==> config.mk <==
export PLATFORM = sky130hd
export DESIGN_NAME = packed_cell_store_lcg_fill_top
export DESIGN_NICKNAME = d
export VERILOG_FILES = /design/src/hw/rtl/pcsl_pkg.sv /design/src/hw/rtl/pcsl_cell_store.sv /design/src/hw/rtl/packed_cell_store_lcg_fill_top.sv
export SDC_FILE = /design/constraint.sdc
export NUM_CORES = 2
export LEC_CHECK = 0
export ABC_CLOCK_PERIOD_IN_PS = 18100
export BUFFER_PORTS_ARGS = -buffer_cell sky130_fd_sc_hd__buf_4
export CAP_MARGIN = 40
export CELL_PAD_IN_SITES_DETAIL_PLACEMENT = 0
export CELL_PAD_IN_SITES_GLOBAL_PLACEMENT = 1
export CORE_MARGIN = 4
export CORE_UTILIZATION = 45
export CTS_BUF_LIST = sky130_fd_sc_hd__clkbuf_16
export DETAILED_ROUTE_END_ITERATION = 10
export HOLD_SLACK_MARGIN = 0.15
export PLACE_DENSITY_LB_ADDON = 0.1
export SLEW_MARGIN = 0
export SYNTH_ARGS = -nofsm -noshare
export SYNTH_HDL_FRONTEND = slang
export SYNTH_SLANG_ARGS = --single-unit
==> constraint.sdc <==
create_clock -name clock -period 18.1 [get_ports clock]
set_input_delay 0.905 -clock clock [delete_from_list [all_inputs] [get_ports clock]]
set_output_delay 0.905 -clock clock [all_outputs]
set_load 0.1 [all_outputs]
==> src/hw/rtl/pcsl_pkg.sv <==
package pcsl_pkg;

   // board and store geometry
   localparam int MAX_CELLS   = 1024;
   localparam int POS_W       = 10;
   localparam int CELL_W      = 3;
   localparam int BYTE_W      = 8;
   localparam int STORE_BYTES = (CELL_W * MAX_CELLS + BYTE_W - 1) / BYTE_W;
   localparam int BIT_W       = $clog2(CELL_W * MAX_CELLS);
   localparam int BYTE_AW     = $clog2(STORE_BYTES);
   localparam int NBYTES_W    = $clog2(STORE_BYTES + 1);
   localparam int BANK_DEPTH  = (STORE_BYTES + 1) / 2;
   localparam int BANK_AW     = $clog2(BANK_DEPTH);
   localparam int COUNT_W     = $clog2(MAX_CELLS + 1);

   // register file
   localparam int CSR_IDX_W   = 2;
   localparam int CSR_DATA_W  = 32;
   localparam int DIM_W       = 6;
   localparam int PROD_W      = 2 * DIM_W;
   localparam logic [CSR_IDX_W-1:0] CSR_SEED    = 2'd0;
   localparam logic [CSR_IDX_W-1:0] CSR_ROWS    = 2'd1;
   localparam logic [CSR_IDX_W-1:0] CSR_COLUMNS = 2'd2;

   // transaction modes
   localparam int MODE_W = 2;
   localparam logic [MODE_W-1:0] MODE_WRITE = 2'd0;
   localparam logic [MODE_W-1:0] MODE_READ  = 2'd1;
   localparam logic [MODE_W-1:0] MODE_FILL  = 2'd2;
   localparam logic [MODE_W-1:0] MODE_SEED  = 2'd3;

   // generator
   localparam int GEN_W = 32;
   localparam logic [GEN_W-1:0] LCG_MUL = 32'd1103515245;
   localparam logic [GEN_W-1:0] LCG_ADD = 32'd12345;
   localparam logic [GEN_W-1:0] GEN_RESET = 32'd1;
   localparam int RND_LSB = 16;
   localparam int RND_W   = 15;

   // x / 6 as (x * ceil(2^18 / 6)) >> 18, exact for x below 2^15
   localparam int DIV6_SHIFT = 18;
   localparam int DIV6_MUL_W = 16;
   localparam logic [DIV6_MUL_W-1:0] DIV6_MUL = 16'd43691;

   typedef struct packed {
      logic                  rd_en;
      logic [POS_W-1:0]      rd_pos;
      logic                  wr_en;
      logic [CELL_W-1:0]     wr_value;
      logic                  clr_en;
      logic [BANK_AW-1:0]    clr_addr;
      logic                  clr_even;
      logic                  clr_odd;
   } pcsl_store_req_type;

endpackage

==> src/hw/rtl/pcsl_cell_store.sv <==
module pcsl_cell_store (
   input  logic                          clock,
   input  pcsl_pkg::pcsl_store_req_type  store_req,
   output logic [pcsl_pkg::CELL_W-1:0]   rd_cell
);
   import pcsl_pkg::*;

   // even and odd bytes live in separate banks so a straddling cell is one access
   logic [BYTE_W-1:0] bank_even_ff [BANK_DEPTH];
   logic [BYTE_W-1:0] bank_odd_ff  [BANK_DEPTH];

   logic [BIT_W-1:0]    bit_pos;
   logic [BYTE_AW-1:0]  byte_idx;
   logic                idx_odd;
   logic [BANK_AW-1:0]  pair_addr;
   logic [BANK_AW-1:0]  pair_next;
   logic                has_hi;
   logic [BANK_AW-1:0]  even_ra;

   logic                odd_ff;
   logic [BANK_AW-1:0]  pair_ff;
   logic [BANK_AW-1:0]  pair_next_ff;
   logic [2:0]          off_ff;
   logic                has_hi_ff;
   logic [BYTE_W-1:0]   even_q_ff;
   logic [BYTE_W-1:0]   odd_q_ff;

   logic [BYTE_W-1:0]   win_lo;
   logic [BYTE_W-1:0]   win_hi;
   logic [2*BYTE_W-1:0] win;
   logic [2*BYTE_W-1:0] win_shifted;
   logic [2*BYTE_W-1:0] cell_mask;
   logic [2*BYTE_W-1:0] merged;

   logic                even_we;
   logic [BANK_AW-1:0]  even_wa;
   logic [BYTE_W-1:0]   even_wd;
   logic                odd_we;
   logic [BANK_AW-1:0]  odd_wa;
   logic [BYTE_W-1:0]   odd_wd;

   always_comb begin
      bit_pos   = (BIT_W'(store_req.rd_pos) << 1) + BIT_W'(store_req.rd_pos);
      byte_idx  = BYTE_AW'(bit_pos >> 3);
      idx_odd   = byte_idx[0];
      pair_addr = BANK_AW'(byte_idx >> 1);
      has_hi    = ({1'b0, byte_idx} + 1'b1) < (BYTE_AW + 1)'(STORE_BYTES);
      // top pair has no successor; its upper byte is never used there
      pair_next = (pair_addr == BANK_AW'(BANK_DEPTH - 1)) ? pair_addr : pair_addr + 1'b1;
      even_ra   = idx_odd ? pair_next : pair_addr;
   end

   always_ff @(posedge clock) begin
      if (store_req.rd_en) begin
         odd_ff       <= idx_odd;
         pair_ff      <= pair_addr;
         pair_next_ff <= pair_next;
         off_ff       <= bit_pos[2:0];
         has_hi_ff    <= has_hi;
         even_q_ff    <= bank_even_ff[even_ra];
         odd_q_ff     <= bank_odd_ff[pair_addr];
      end
   end

   always_comb begin
      win_lo      = odd_ff ? odd_q_ff : even_q_ff;
      win_hi      = odd_ff ? even_q_ff : odd_q_ff;
      win         = {win_hi, win_lo};
      win_shifted = win >> off_ff;
      rd_cell     = win_shifted[CELL_W-1:0];
      cell_mask   = (2*BYTE_W)'({CELL_W{1'b1}}) << off_ff;
      merged      = (win & ~cell_mask) | ((2*BYTE_W)'(store_req.wr_value) << off_ff);
   end

   always_comb begin
      if (store_req.clr_en) begin
         even_we = store_req.clr_even;
         even_wa = store_req.clr_addr;
         even_wd = '0;
         odd_we  = store_req.clr_odd;
         odd_wa  = store_req.clr_addr;
         odd_wd  = '0;
      end else begin
         even_we = store_req.wr_en && (!odd_ff || has_hi_ff);
         even_wa = odd_ff ? pair_next_ff : pair_ff;
         even_wd = odd_ff ? merged[2*BYTE_W-1:BYTE_W] : merged[BYTE_W-1:0];
         odd_we  = store_req.wr_en;
         odd_wa  = pair_ff;
         odd_wd  = odd_ff ? merged[BYTE_W-1:0] : merged[2*BYTE_W-1:BYTE_W];
      end
   end

   always_ff @(posedge clock) begin
      if (even_we) begin
         bank_even_ff[even_wa] <= even_wd;
      end
      if (odd_we) begin
         bank_odd_ff[odd_wa] <= odd_wd;
      end
   end

endmodule

==> src/hw/rtl/packed_cell_store_lcg_fill_top.sv <==
// Packed 3-bit cell store with pseudo-random fill. Cells sit three bits apiece
// in a byte store split into an even-byte and an odd-byte bank (one read port
// each, registered read), so any cell, even one that straddles two bytes, is
// read in a single access and written back in the next cycle. Read and write
// transactions go through accept, then read-modify-write. A fill of
// N = rows*columns cells first clears its B = ceil(3*N/8) bytes, one byte pair
// per cycle, then does one read then one write per cell. A fill beyond
// capacity or of an empty board completes without touching the store. After
// reset the store is swept to zero, one byte pair per cycle, during which no
// transaction is taken (register writes are). The next transaction is taken
// while a result still waits on the output register.
module packed_cell_store_lcg_fill_top (
   input  logic                              clock,
   input  logic                              reset,
   input  logic                              req_valid,
   output logic                              req_stall,
   input  logic [pcsl_pkg::MODE_W-1:0]       req_mode,
   input  logic [pcsl_pkg::POS_W-1:0]        req_position,
   input  logic [pcsl_pkg::CELL_W-1:0]       req_value,
   output logic                              rsp_valid,
   input  logic                              rsp_stall,
   output logic [pcsl_pkg::CELL_W-1:0]       rsp_cell_value,
   output logic                              rsp_out_of_range,
   input  logic                              csr_write_enable,
   input  logic [pcsl_pkg::CSR_IDX_W-1:0]    csr_index,
   input  logic [pcsl_pkg::CSR_DATA_W-1:0]   csr_write_data
);
   import pcsl_pkg::*;

   localparam int ST_W = 3;
   localparam logic [ST_W-1:0] S_CLEAR   = 3'd0;
   localparam logic [ST_W-1:0] S_IDLE    = 3'd1;
   localparam logic [ST_W-1:0] S_ACCESS  = 3'd2;
   localparam logic [ST_W-1:0] S_FILL_RD = 3'd3;
   localparam logic [ST_W-1:0] S_FILL_WR = 3'd4;
   localparam logic [ST_W-1:0] S_DONE    = 3'd5;

   logic [ST_W-1:0]        state_ff, state_in;
   logic [GEN_W-1:0]       gen_ff, gen_in;
   logic [CSR_DATA_W-1:0]  seed_ff;
   logic [DIM_W-1:0]       rows_ff;
   logic [DIM_W-1:0]       columns_ff;
   logic [NBYTES_W-1:0]    nbytes_ff, nbytes_in;
   logic [BANK_AW-1:0]     clr_ff, clr_in;
   logic                   fill_ff, fill_in;
   logic                   rsp_valid_ff, rsp_valid_in;

   logic                   wr_ff, wr_in;
   logic [CELL_W-1:0]      value_ff, value_in;
   logic [POS_W-1:0]       pos_ff, pos_in;
   logic [COUNT_W-1:0]     count_ff, count_in;
   logic [CELL_W-1:0]      res_cell_ff, res_cell_in;
   logic                   res_flag_ff, res_flag_in;
   logic [CELL_W-1:0]      rsp_cell_ff, rsp_cell_in;
   logic                   rsp_flag_ff, rsp_flag_in;

   pcsl_store_req_type     store_req;
   logic [CELL_W-1:0]      rd_cell;

   logic                   req_accept;
   logic                   out_free;
   logic                   fin_en;
   logic [CELL_W-1:0]      fin_cell;
   logic                   fin_flag;
   logic [PROD_W-1:0]      cell_count;
   logic [PROD_W+1:0]      bits_round;
   logic [NBYTES_W:0]      clr_byte;
   logic                   clr_last;
   logic [RND_W-1:0]       rnd;
   logic [RND_W+DIV6_MUL_W-1:0] div_prod;
   logic [RND_W+DIV6_MUL_W-DIV6_SHIFT-1:0] quot;
   logic [CELL_W-1:0]      quot6;
   logic [CELL_W-1:0]      rnd_mod6;
   logic                   fill_last;

   pcsl_cell_store u_store (
      .clock     (clock),
      .store_req (store_req),
      .rd_cell   (rd_cell)
   );

   assign req_stall        = (state_ff != S_IDLE);
   assign req_accept       = req_valid && !req_stall;
   assign out_free         = !rsp_valid_ff || !rsp_stall;
   assign rsp_valid        = rsp_valid_ff;
   assign rsp_cell_value   = rsp_cell_ff;
   assign rsp_out_of_range = rsp_flag_ff;

   always_comb begin
      cell_count = PROD_W'(rows_ff) * PROD_W'(columns_ff);
      bits_round = (PROD_W + 2)'(cell_count) + ((PROD_W + 2)'(cell_count) << 1) + (PROD_W + 2)'(7);
      clr_byte   = (NBYTES_W + 1)'({clr_ff, 1'b0});
      clr_last   = (clr_byte + (NBYTES_W + 1)'(2)) >= {1'b0, nbytes_ff};
      // draw mod 6 from the freshly stepped generator
      rnd        = gen_ff[RND_LSB +: RND_W];
      div_prod   = (RND_W + DIV6_MUL_W)'(rnd) * (RND_W + DIV6_MUL_W)'(DIV6_MUL);
      quot       = div_prod[RND_W+DIV6_MUL_W-1:DIV6_SHIFT];
      quot6      = CELL_W'({quot[0], 2'b00}) + CELL_W'({quot[1:0], 1'b0});
      rnd_mod6   = rnd[CELL_W-1:0] - quot6;
      fill_last  = (COUNT_W'(pos_ff) + 1'b1) == count_ff;
   end

   always_comb begin
      state_in    = state_ff;
      gen_in      = gen_ff;
      nbytes_in   = nbytes_ff;
      clr_in      = clr_ff;
      fill_in     = fill_ff;
      wr_in       = wr_ff;
      value_in    = value_ff;
      pos_in      = pos_ff;
      count_in    = count_ff;
      fin_en      = 1'b0;
      fin_cell    = '0;
      fin_flag    = 1'b0;
      store_req   = '0;

      unique case (state_ff)
         S_CLEAR: begin
            store_req.clr_en   = 1'b1;
            store_req.clr_addr = clr_ff;
            store_req.clr_even = clr_byte < {1'b0, nbytes_ff};
            store_req.clr_odd  = (clr_byte + 1'b1) < {1'b0, nbytes_ff};
            if (clr_last) begin
               clr_in   = '0;
               pos_in   = '0;
               state_in = fill_ff ? S_FILL_RD : S_IDLE;
            end else begin
               clr_in = clr_ff + 1'b1;
            end
         end
         S_IDLE: begin
            if (req_accept) begin
               unique case (req_mode)
                  MODE_WRITE, MODE_READ: begin
                     if ((COUNT_W + 1)'(req_position) >= (COUNT_W + 1)'(MAX_CELLS)) begin
                        fin_flag = 1'b1;
                        state_in = S_DONE;
                     end else begin
                        store_req.rd_en  = 1'b1;
                        store_req.rd_pos = req_position;
                        wr_in            = (req_mode == MODE_WRITE);
                        value_in         = req_value;
                        state_in         = S_ACCESS;
                     end
                  end
                  MODE_FILL: begin
                     if (cell_count > PROD_W'(MAX_CELLS)) begin
                        fin_flag = 1'b1;
                        state_in = S_DONE;
                     end else if (cell_count == '0) begin
                        state_in = S_DONE;
                     end else begin
                        count_in  = COUNT_W'(cell_count);
                        nbytes_in = NBYTES_W'(bits_round >> 3);
                        clr_in    = '0;
                        fill_in   = 1'b1;
                        state_in  = S_CLEAR;
                     end
                  end
                  MODE_SEED: begin
                     gen_in   = seed_ff;
                     state_in = S_DONE;
                  end
                  default: begin
                     state_in = S_DONE;
                  end
               endcase
            end
         end
         S_ACCESS: begin
            store_req.wr_en    = wr_ff;
            store_req.wr_value = value_ff;
            fin_en             = 1'b1;
            fin_cell           = wr_ff ? '0 : rd_cell;
         end
         S_FILL_RD: begin
            store_req.rd_en  = 1'b1;
            store_req.rd_pos = pos_ff;
            gen_in           = gen_ff * LCG_MUL + LCG_ADD;
            state_in         = S_FILL_WR;
         end
         S_FILL_WR: begin
            store_req.wr_en    = 1'b1;
            store_req.wr_value = rnd_mod6;
            if (fill_last) begin
               fill_in = 1'b0;
               fin_en  = 1'b1;
            end else begin
               pos_in   = pos_ff + 1'b1;
               state_in = S_FILL_RD;
            end
         end
         S_DONE: begin
            if (out_free) begin
               state_in = S_IDLE;
            end
         end
         default: begin
            state_in = S_IDLE;
         end
      endcase

      // a finished transaction goes straight out when the output register frees up
      if (fin_en) begin
         state_in = out_free ? S_IDLE : S_DONE;
      end
   end

   always_comb begin
      res_cell_in  = res_cell_ff;
      res_flag_in  = res_flag_ff;
      rsp_cell_in  = rsp_cell_ff;
      rsp_flag_in  = rsp_flag_ff;
      rsp_valid_in = rsp_valid_ff && rsp_stall;
      if (state_ff == S_IDLE && req_accept) begin
         res_cell_in = '0;
         res_flag_in = fin_flag;
      end
      if (fin_en) begin
         if (out_free) begin
            rsp_cell_in  = fin_cell;
            rsp_flag_in  = 1'b0;
            rsp_valid_in = 1'b1;
         end else begin
            res_cell_in = fin_cell;
            res_flag_in = 1'b0;
         end
      end else if (state_ff == S_DONE && out_free) begin
         rsp_cell_in  = res_cell_ff;
         rsp_flag_in  = res_flag_ff;
         rsp_valid_in = 1'b1;
      end
   end

   always_ff @(posedge clock) begin
      if (reset) begin
         state_ff     <= S_CLEAR;
         gen_ff       <= GEN_RESET;
         seed_ff      <= CSR_DATA_W'(1);
         rows_ff      <= DIM_W'(8);
         columns_ff   <= DIM_W'(8);
         nbytes_ff    <= NBYTES_W'(STORE_BYTES);
         clr_ff       <= '0;
         fill_ff      <= 1'b0;
         rsp_valid_ff <= 1'b0;
      end else begin
         state_ff     <= state_in;
         gen_ff       <= gen_in;
         nbytes_ff    <= nbytes_in;
         clr_ff       <= clr_in;
         fill_ff      <= fill_in;
         rsp_valid_ff <= rsp_valid_in;
         if (csr_write_enable) begin
            unique case (csr_index)
               CSR_SEED:    seed_ff    <= csr_write_data;
               CSR_ROWS:    rows_ff    <= csr_write_data[DIM_W-1:0];
               CSR_COLUMNS: columns_ff <= csr_write_data[DIM_W-1:0];
               default: begin
               end
            endcase
         end
      end
   end

   always_ff @(posedge clock) begin
      wr_ff       <= wr_in;
      value_ff    <= value_in;
      pos_ff      <= pos_in;
      count_ff    <= count_in;
      res_cell_ff <= res_cell_in;
      res_flag_ff <= res_flag_in;
      rsp_cell_ff <= rsp_cell_in;
      rsp_flag_ff <= rsp_flag_in;
   end

   // clearing sweep stays inside the bytes it was asked to clear
   a_clear_in_span: assert property (@(posedge clock) disable iff (reset)
      (state_ff == S_CLEAR) |-> (clr_byte < {1'b0, nbytes_ff}))
      else $error("clearing sweep beyond its byte span");

   // fill walk stays below the cell count
   a_fill_in_count: assert property (@(posedge clock) disable iff (reset)
      (state_ff == S_FILL_RD || state_ff == S_FILL_WR) |-> (COUNT_W'(pos_ff) < count_ff))
      else $error("fill position past cell count");

   // every accepted transaction is out of idle in the cycle after acceptance
   a_accept_busy: assert property (@(posedge clock) disable iff (reset)
      req_accept |=> (state_ff != S_IDLE))
      else $error("idle right after accepting a transaction");

   // a flagged result never carries a cell value
   a_flag_zero: assert property (@(posedge clock) disable iff (reset)
      (rsp_valid && rsp_out_of_range) |-> (rsp_cell_value == '0))
      else $error("out-of-range result with a cell value");

   // generator moves only on a fill step or a seed load
   a_gen_hold: assert property (@(posedge clock) disable iff (reset)
      (state_ff != S_FILL_RD && !(req_accept && req_mode == MODE_SEED)) |=> $stable(gen_ff))
      else $error("generator changed outside fill or seed load");

endmodule
==> impl_metrics.py <==
metrics = {
    "global_routing": {
        "grt_first_pass_wirelength_mm": 610,
        "antenna_found_initial": 21,
        "gr-total-overflow": 0,
        "grt_use_total_pct": 25.7,
        "grt_pass1_vias": 84500,
        "grt_max_degree": 193,
    },
    "clock_tree": {
        "cts_buffers": 351,
        "clock-sinks": 3238,
        "clk_latency_ps": 920,
        "cts-hold-fix-buffers": 2,
        "cts_tree": "yes",
        "postCtsSetupBuffers": 0,
        "cts-resized-gates": 0,
        "clk_path_buf_depth": 4,
        "h-tree-depth": 5,
        "cts.clk_slew.worst_paths_ps": 70,
        "clock-root-buffer": "clkbuf_16",
    },
    "floorplanning": {
        "rows": 206,
        "start_util_pct": 45.2,
        "die_h_microns": 570,
        "die_width_microns": 570,
        "die-area_sq_um": 325000,
        "pin_count": 60,
        "coreArea_sq_um": 315000,
    },
    "worst_setup_path": {
        "crit_fanout": 55,
        "startpoint": "state_ff[2]$_SDFFE_PP0P_",
        "r2r-end": "u_store.even_q_ff[6]$_DFFE_PP_",
        "cp-end-kind": "register",
        "crit_required_ps": 18720,
        "worstPathArrival_ps": 10880,
        "start_kind": "register",
        "r2r_slack_ps": 7840,
        "crit_type": "reg2reg",
        "r2r-start": "state_ff[2]$_SDFFE_PP0P_",
        "worst-r2r-cell-count": 27,
        "cp-endpoint": "u_store.even_q_ff[6]$_DFFE_PP_",
    },
    "synth": {
        "synth_cell_types": 93,
        "synth_area_sq_um": 142000,
        "synth_edf_count": 3138,
        "synth_seq_area_share_pct": 67.6,
        "ys_warn_count": 0,
        "ys.flop_type": "edfxtp_1",
        "async_flop_share_pct": 0,
        "synth_cells": 9760,
        "synth-seq-cells": 3238,
        "syn_avg_cell_area_sq_um": 14.6,
        "synth_nets": 10400,
    },
    "route": {
        "avgRoutedWirePerCell_microns": 29.5,
        "drc": 0,
        "drtIter0Drc": 8863,
        "vias": 84600,
        "vias_per_cell": 5.89,
        "drt_wl_total_mm": 424,
        "firstDrtPassIters": 6,
        "ant_nets": 0,
    },
    "sta": {
        "period_minus_slack_ps": 10260,
        "hold_ws_ps": 216,
        "finalSetupViolations": 0,
        "fmax_mhz": 97.5,
        "fin_crit_sh_pct": 56.7,
        "hold_viol": 0,
        "report.final.slew_viol_count": 0,
        "rsz0062_at_grt": "no",
        "relSlewSlack_pct": 8.45,
        "tightest_slew_ps": 1370,
        "setup_tns_ps": 0,
        "finalClockSkew_ps": 52.6,
    },
    "finish": {
        "synthToLayoutAreaGrowth_pct": 12.9,
        "drive_above_1_share_pct": 13.3,
        "finalNetCount": 10500,
    },
    "pwr": {
        "p_total_uw": 15300,
        "ir_worst_vdd_uv": 81.9,
        "leakagePower_uw": 0.0549,
        "clkPwrFrac_pct": 46.1,
        "combPwrFrac_pct": 1.0,
        "p_int_uw": 12200,
        "switchingPower_uw": 3100,
        "pwr-share-seq_pct": 52.9,
        "p_sw_share_pct": 20.2,
        "p_per_area_nw_per_um2": 95.5,
    },
    "hold_path": {
        "hold_path.startpoint": "req_value[2]",
        "min_path_type": "in2reg",
    },
    "outcome": {
        "status": "finished clean",
    },
    "placed_design": {
        "place_congestion": 0.855,
        "dpl.hpwl_mm": 263,
        "numPortBuffers": 58,
    },
    "job": {
        "maxCapViolations": 0,
    },
}
-- power groups by stage --
stage,logic (uW),clock network (uW),registers (uW)
4_1_cts,159,7190,8120
3_3_place_gp,142,0,8280
2_1_floorplan,69.6,0,8270
6_report,159,7070,8120
3_5_place_dp,158,0,8280
5_1_grt,168,7510,8120
-- worst max-delay path, cell delays in order, from the launching register on --
cell and delay [ps]:
dfxtp_1 700, and2b_1 350, and2_1 190, buf_4 220, a22o_1 280, ha_1 240
fa_1 490, a21o_1 220, a21oi_1 250, xor2_2 140, buf_4 250, inv_8 370
ha_1 350, nand4_1 230, nor3_4 580, a31oi_4 130, buf_4 300, nand2_4 320
buf_4 720, buf_4 670, buf_4 630, nor2_1 280, buf_4 250, a311oi_1 220
nand3_1 110, o2111ai_1 530, o21ai_1 140, nor4_1 600
-- worst min-delay path by stage --
| stage | endpoint | depth (start not counted) |
|---|---|---|
| 6_report | value_ff[2]$_DFFE_PP_ | 1 |
| 5_1_grt | value_ff[2]$_DFFE_PP_ | 1 |
| 4_1_cts | value_ff[2]$_DFFE_PP_ | 1 |
| 3_5_place_dp | res_flag_ff$_DFF_P_ | 2 |
| 3_3_place_gp | res_flag_ff$_DFF_P_ | 2 |
| 2_1_floorplan | res_flag_ff$_DFF_P_ | 2 |
-- flip-flops by register name, summed over array words and instances (netlist names), 6 cells and up --
register	count
clr_ff	8
nbytes_ff	9
columns_ff	6
u_store.bank_odd_ff	1536
u_store.pair_next_ff	8
seed_ff	31
count_ff	11
gen_ff	31
u_store.odd_q_ff	8
u_store.even_q_ff	8
pos_ff	10
rows_ff	6
u_store.bank_even_ff	1536
u_store.pair_ff	8
-- layout by cell type (no fill, tap or decap), types with 104 or more instances in the layout --
| cell type | n |
|---|---|
| a31oi_1 | 170 |
| a21oi_1 | 248 |
| fa_1 | 241 |
| inv_1 | 524 |
| mux4_2 | 389 |
| nand2_1 | 1585 |
| clkbuf_16 | 354 |
| ha_1 | 331 |
| nand3_1 | 399 |
| and3_1 | 207 |
| a211oi_1 | 184 |
| buf_4 | 303 |
| edfxtp_1 | 3138 |
| a311oi_1 | 104 |
| mux2i_1 | 152 |
| nor2_1 | 552 |
-- synthesized netlist by cell type (all sizes together), types with 103 or more instances --
cell type	instances	area share, %
edfxtp	3138	66
nand2	1621	4.3
nor2	554	1.5
inv	463	1.2
nand3	400	1.4
mux4	389	6.2
ha	331	2.9
clkbuf	315	0.83
a21oi	268	0.95
buf	267	0.95
fa	241	3.4
and3	207	0.91
a211oi	186	0.98
a31oi	172	0.78
mux2i	152	1.1
a311oi	106	0.65
o21ai	103	0.36
-- cells by family after synthesis --
logic type	count (synthesis)	synth area share, %
DFF	3238	67.6
adders and majority gates	572	6.30
buffers and inverters	1048	3.01
AOI/OAI and AO/OA	1188	5.79
muxes	547	7.27
xor gates and xnor gates	129	0.814
and+or+nand+nor	3038	9.21
-- final cells by class --
type                    instances  area, sq um
fillers                     26500       154000
flip-flops and latches       3238        96200
multi-input cells            5474        42300
clock buffers                 354         8860
well taps                    4160         5200
repair buffers                380         3830
clock inverters               281         2490
inverters                     466         1760
diodes                          6         15.0
-- through the flow --
stage / util [%] / instance area, sq um / worst slack [ps] / instances
after global placement: 46.8 / 147000 / 7850 / 13600
after CTS: 51.0 / 161000 / 7920 / 14300
final: 51.0 / 161000 / 7840 / 14400
after detailed placement: 47.4 / 149000 / 7990 / 13700
after floorplan: - / 142000 / 1360 / 9760
after global routing: 51.0 / 161000 / 7410 / 14400
-- metal layers --
layer  routed length (microns)  GRT usage [%]  part of all wire, %
met4                     14900           8.14                  3.5
met2                    203000           41.9                   48
met5                        34              0               0.0080
met1                    177000           35.9                   42
met3                     28600           3.68                  6.8
Note: power is estimated with default switching activity, not from simulation.
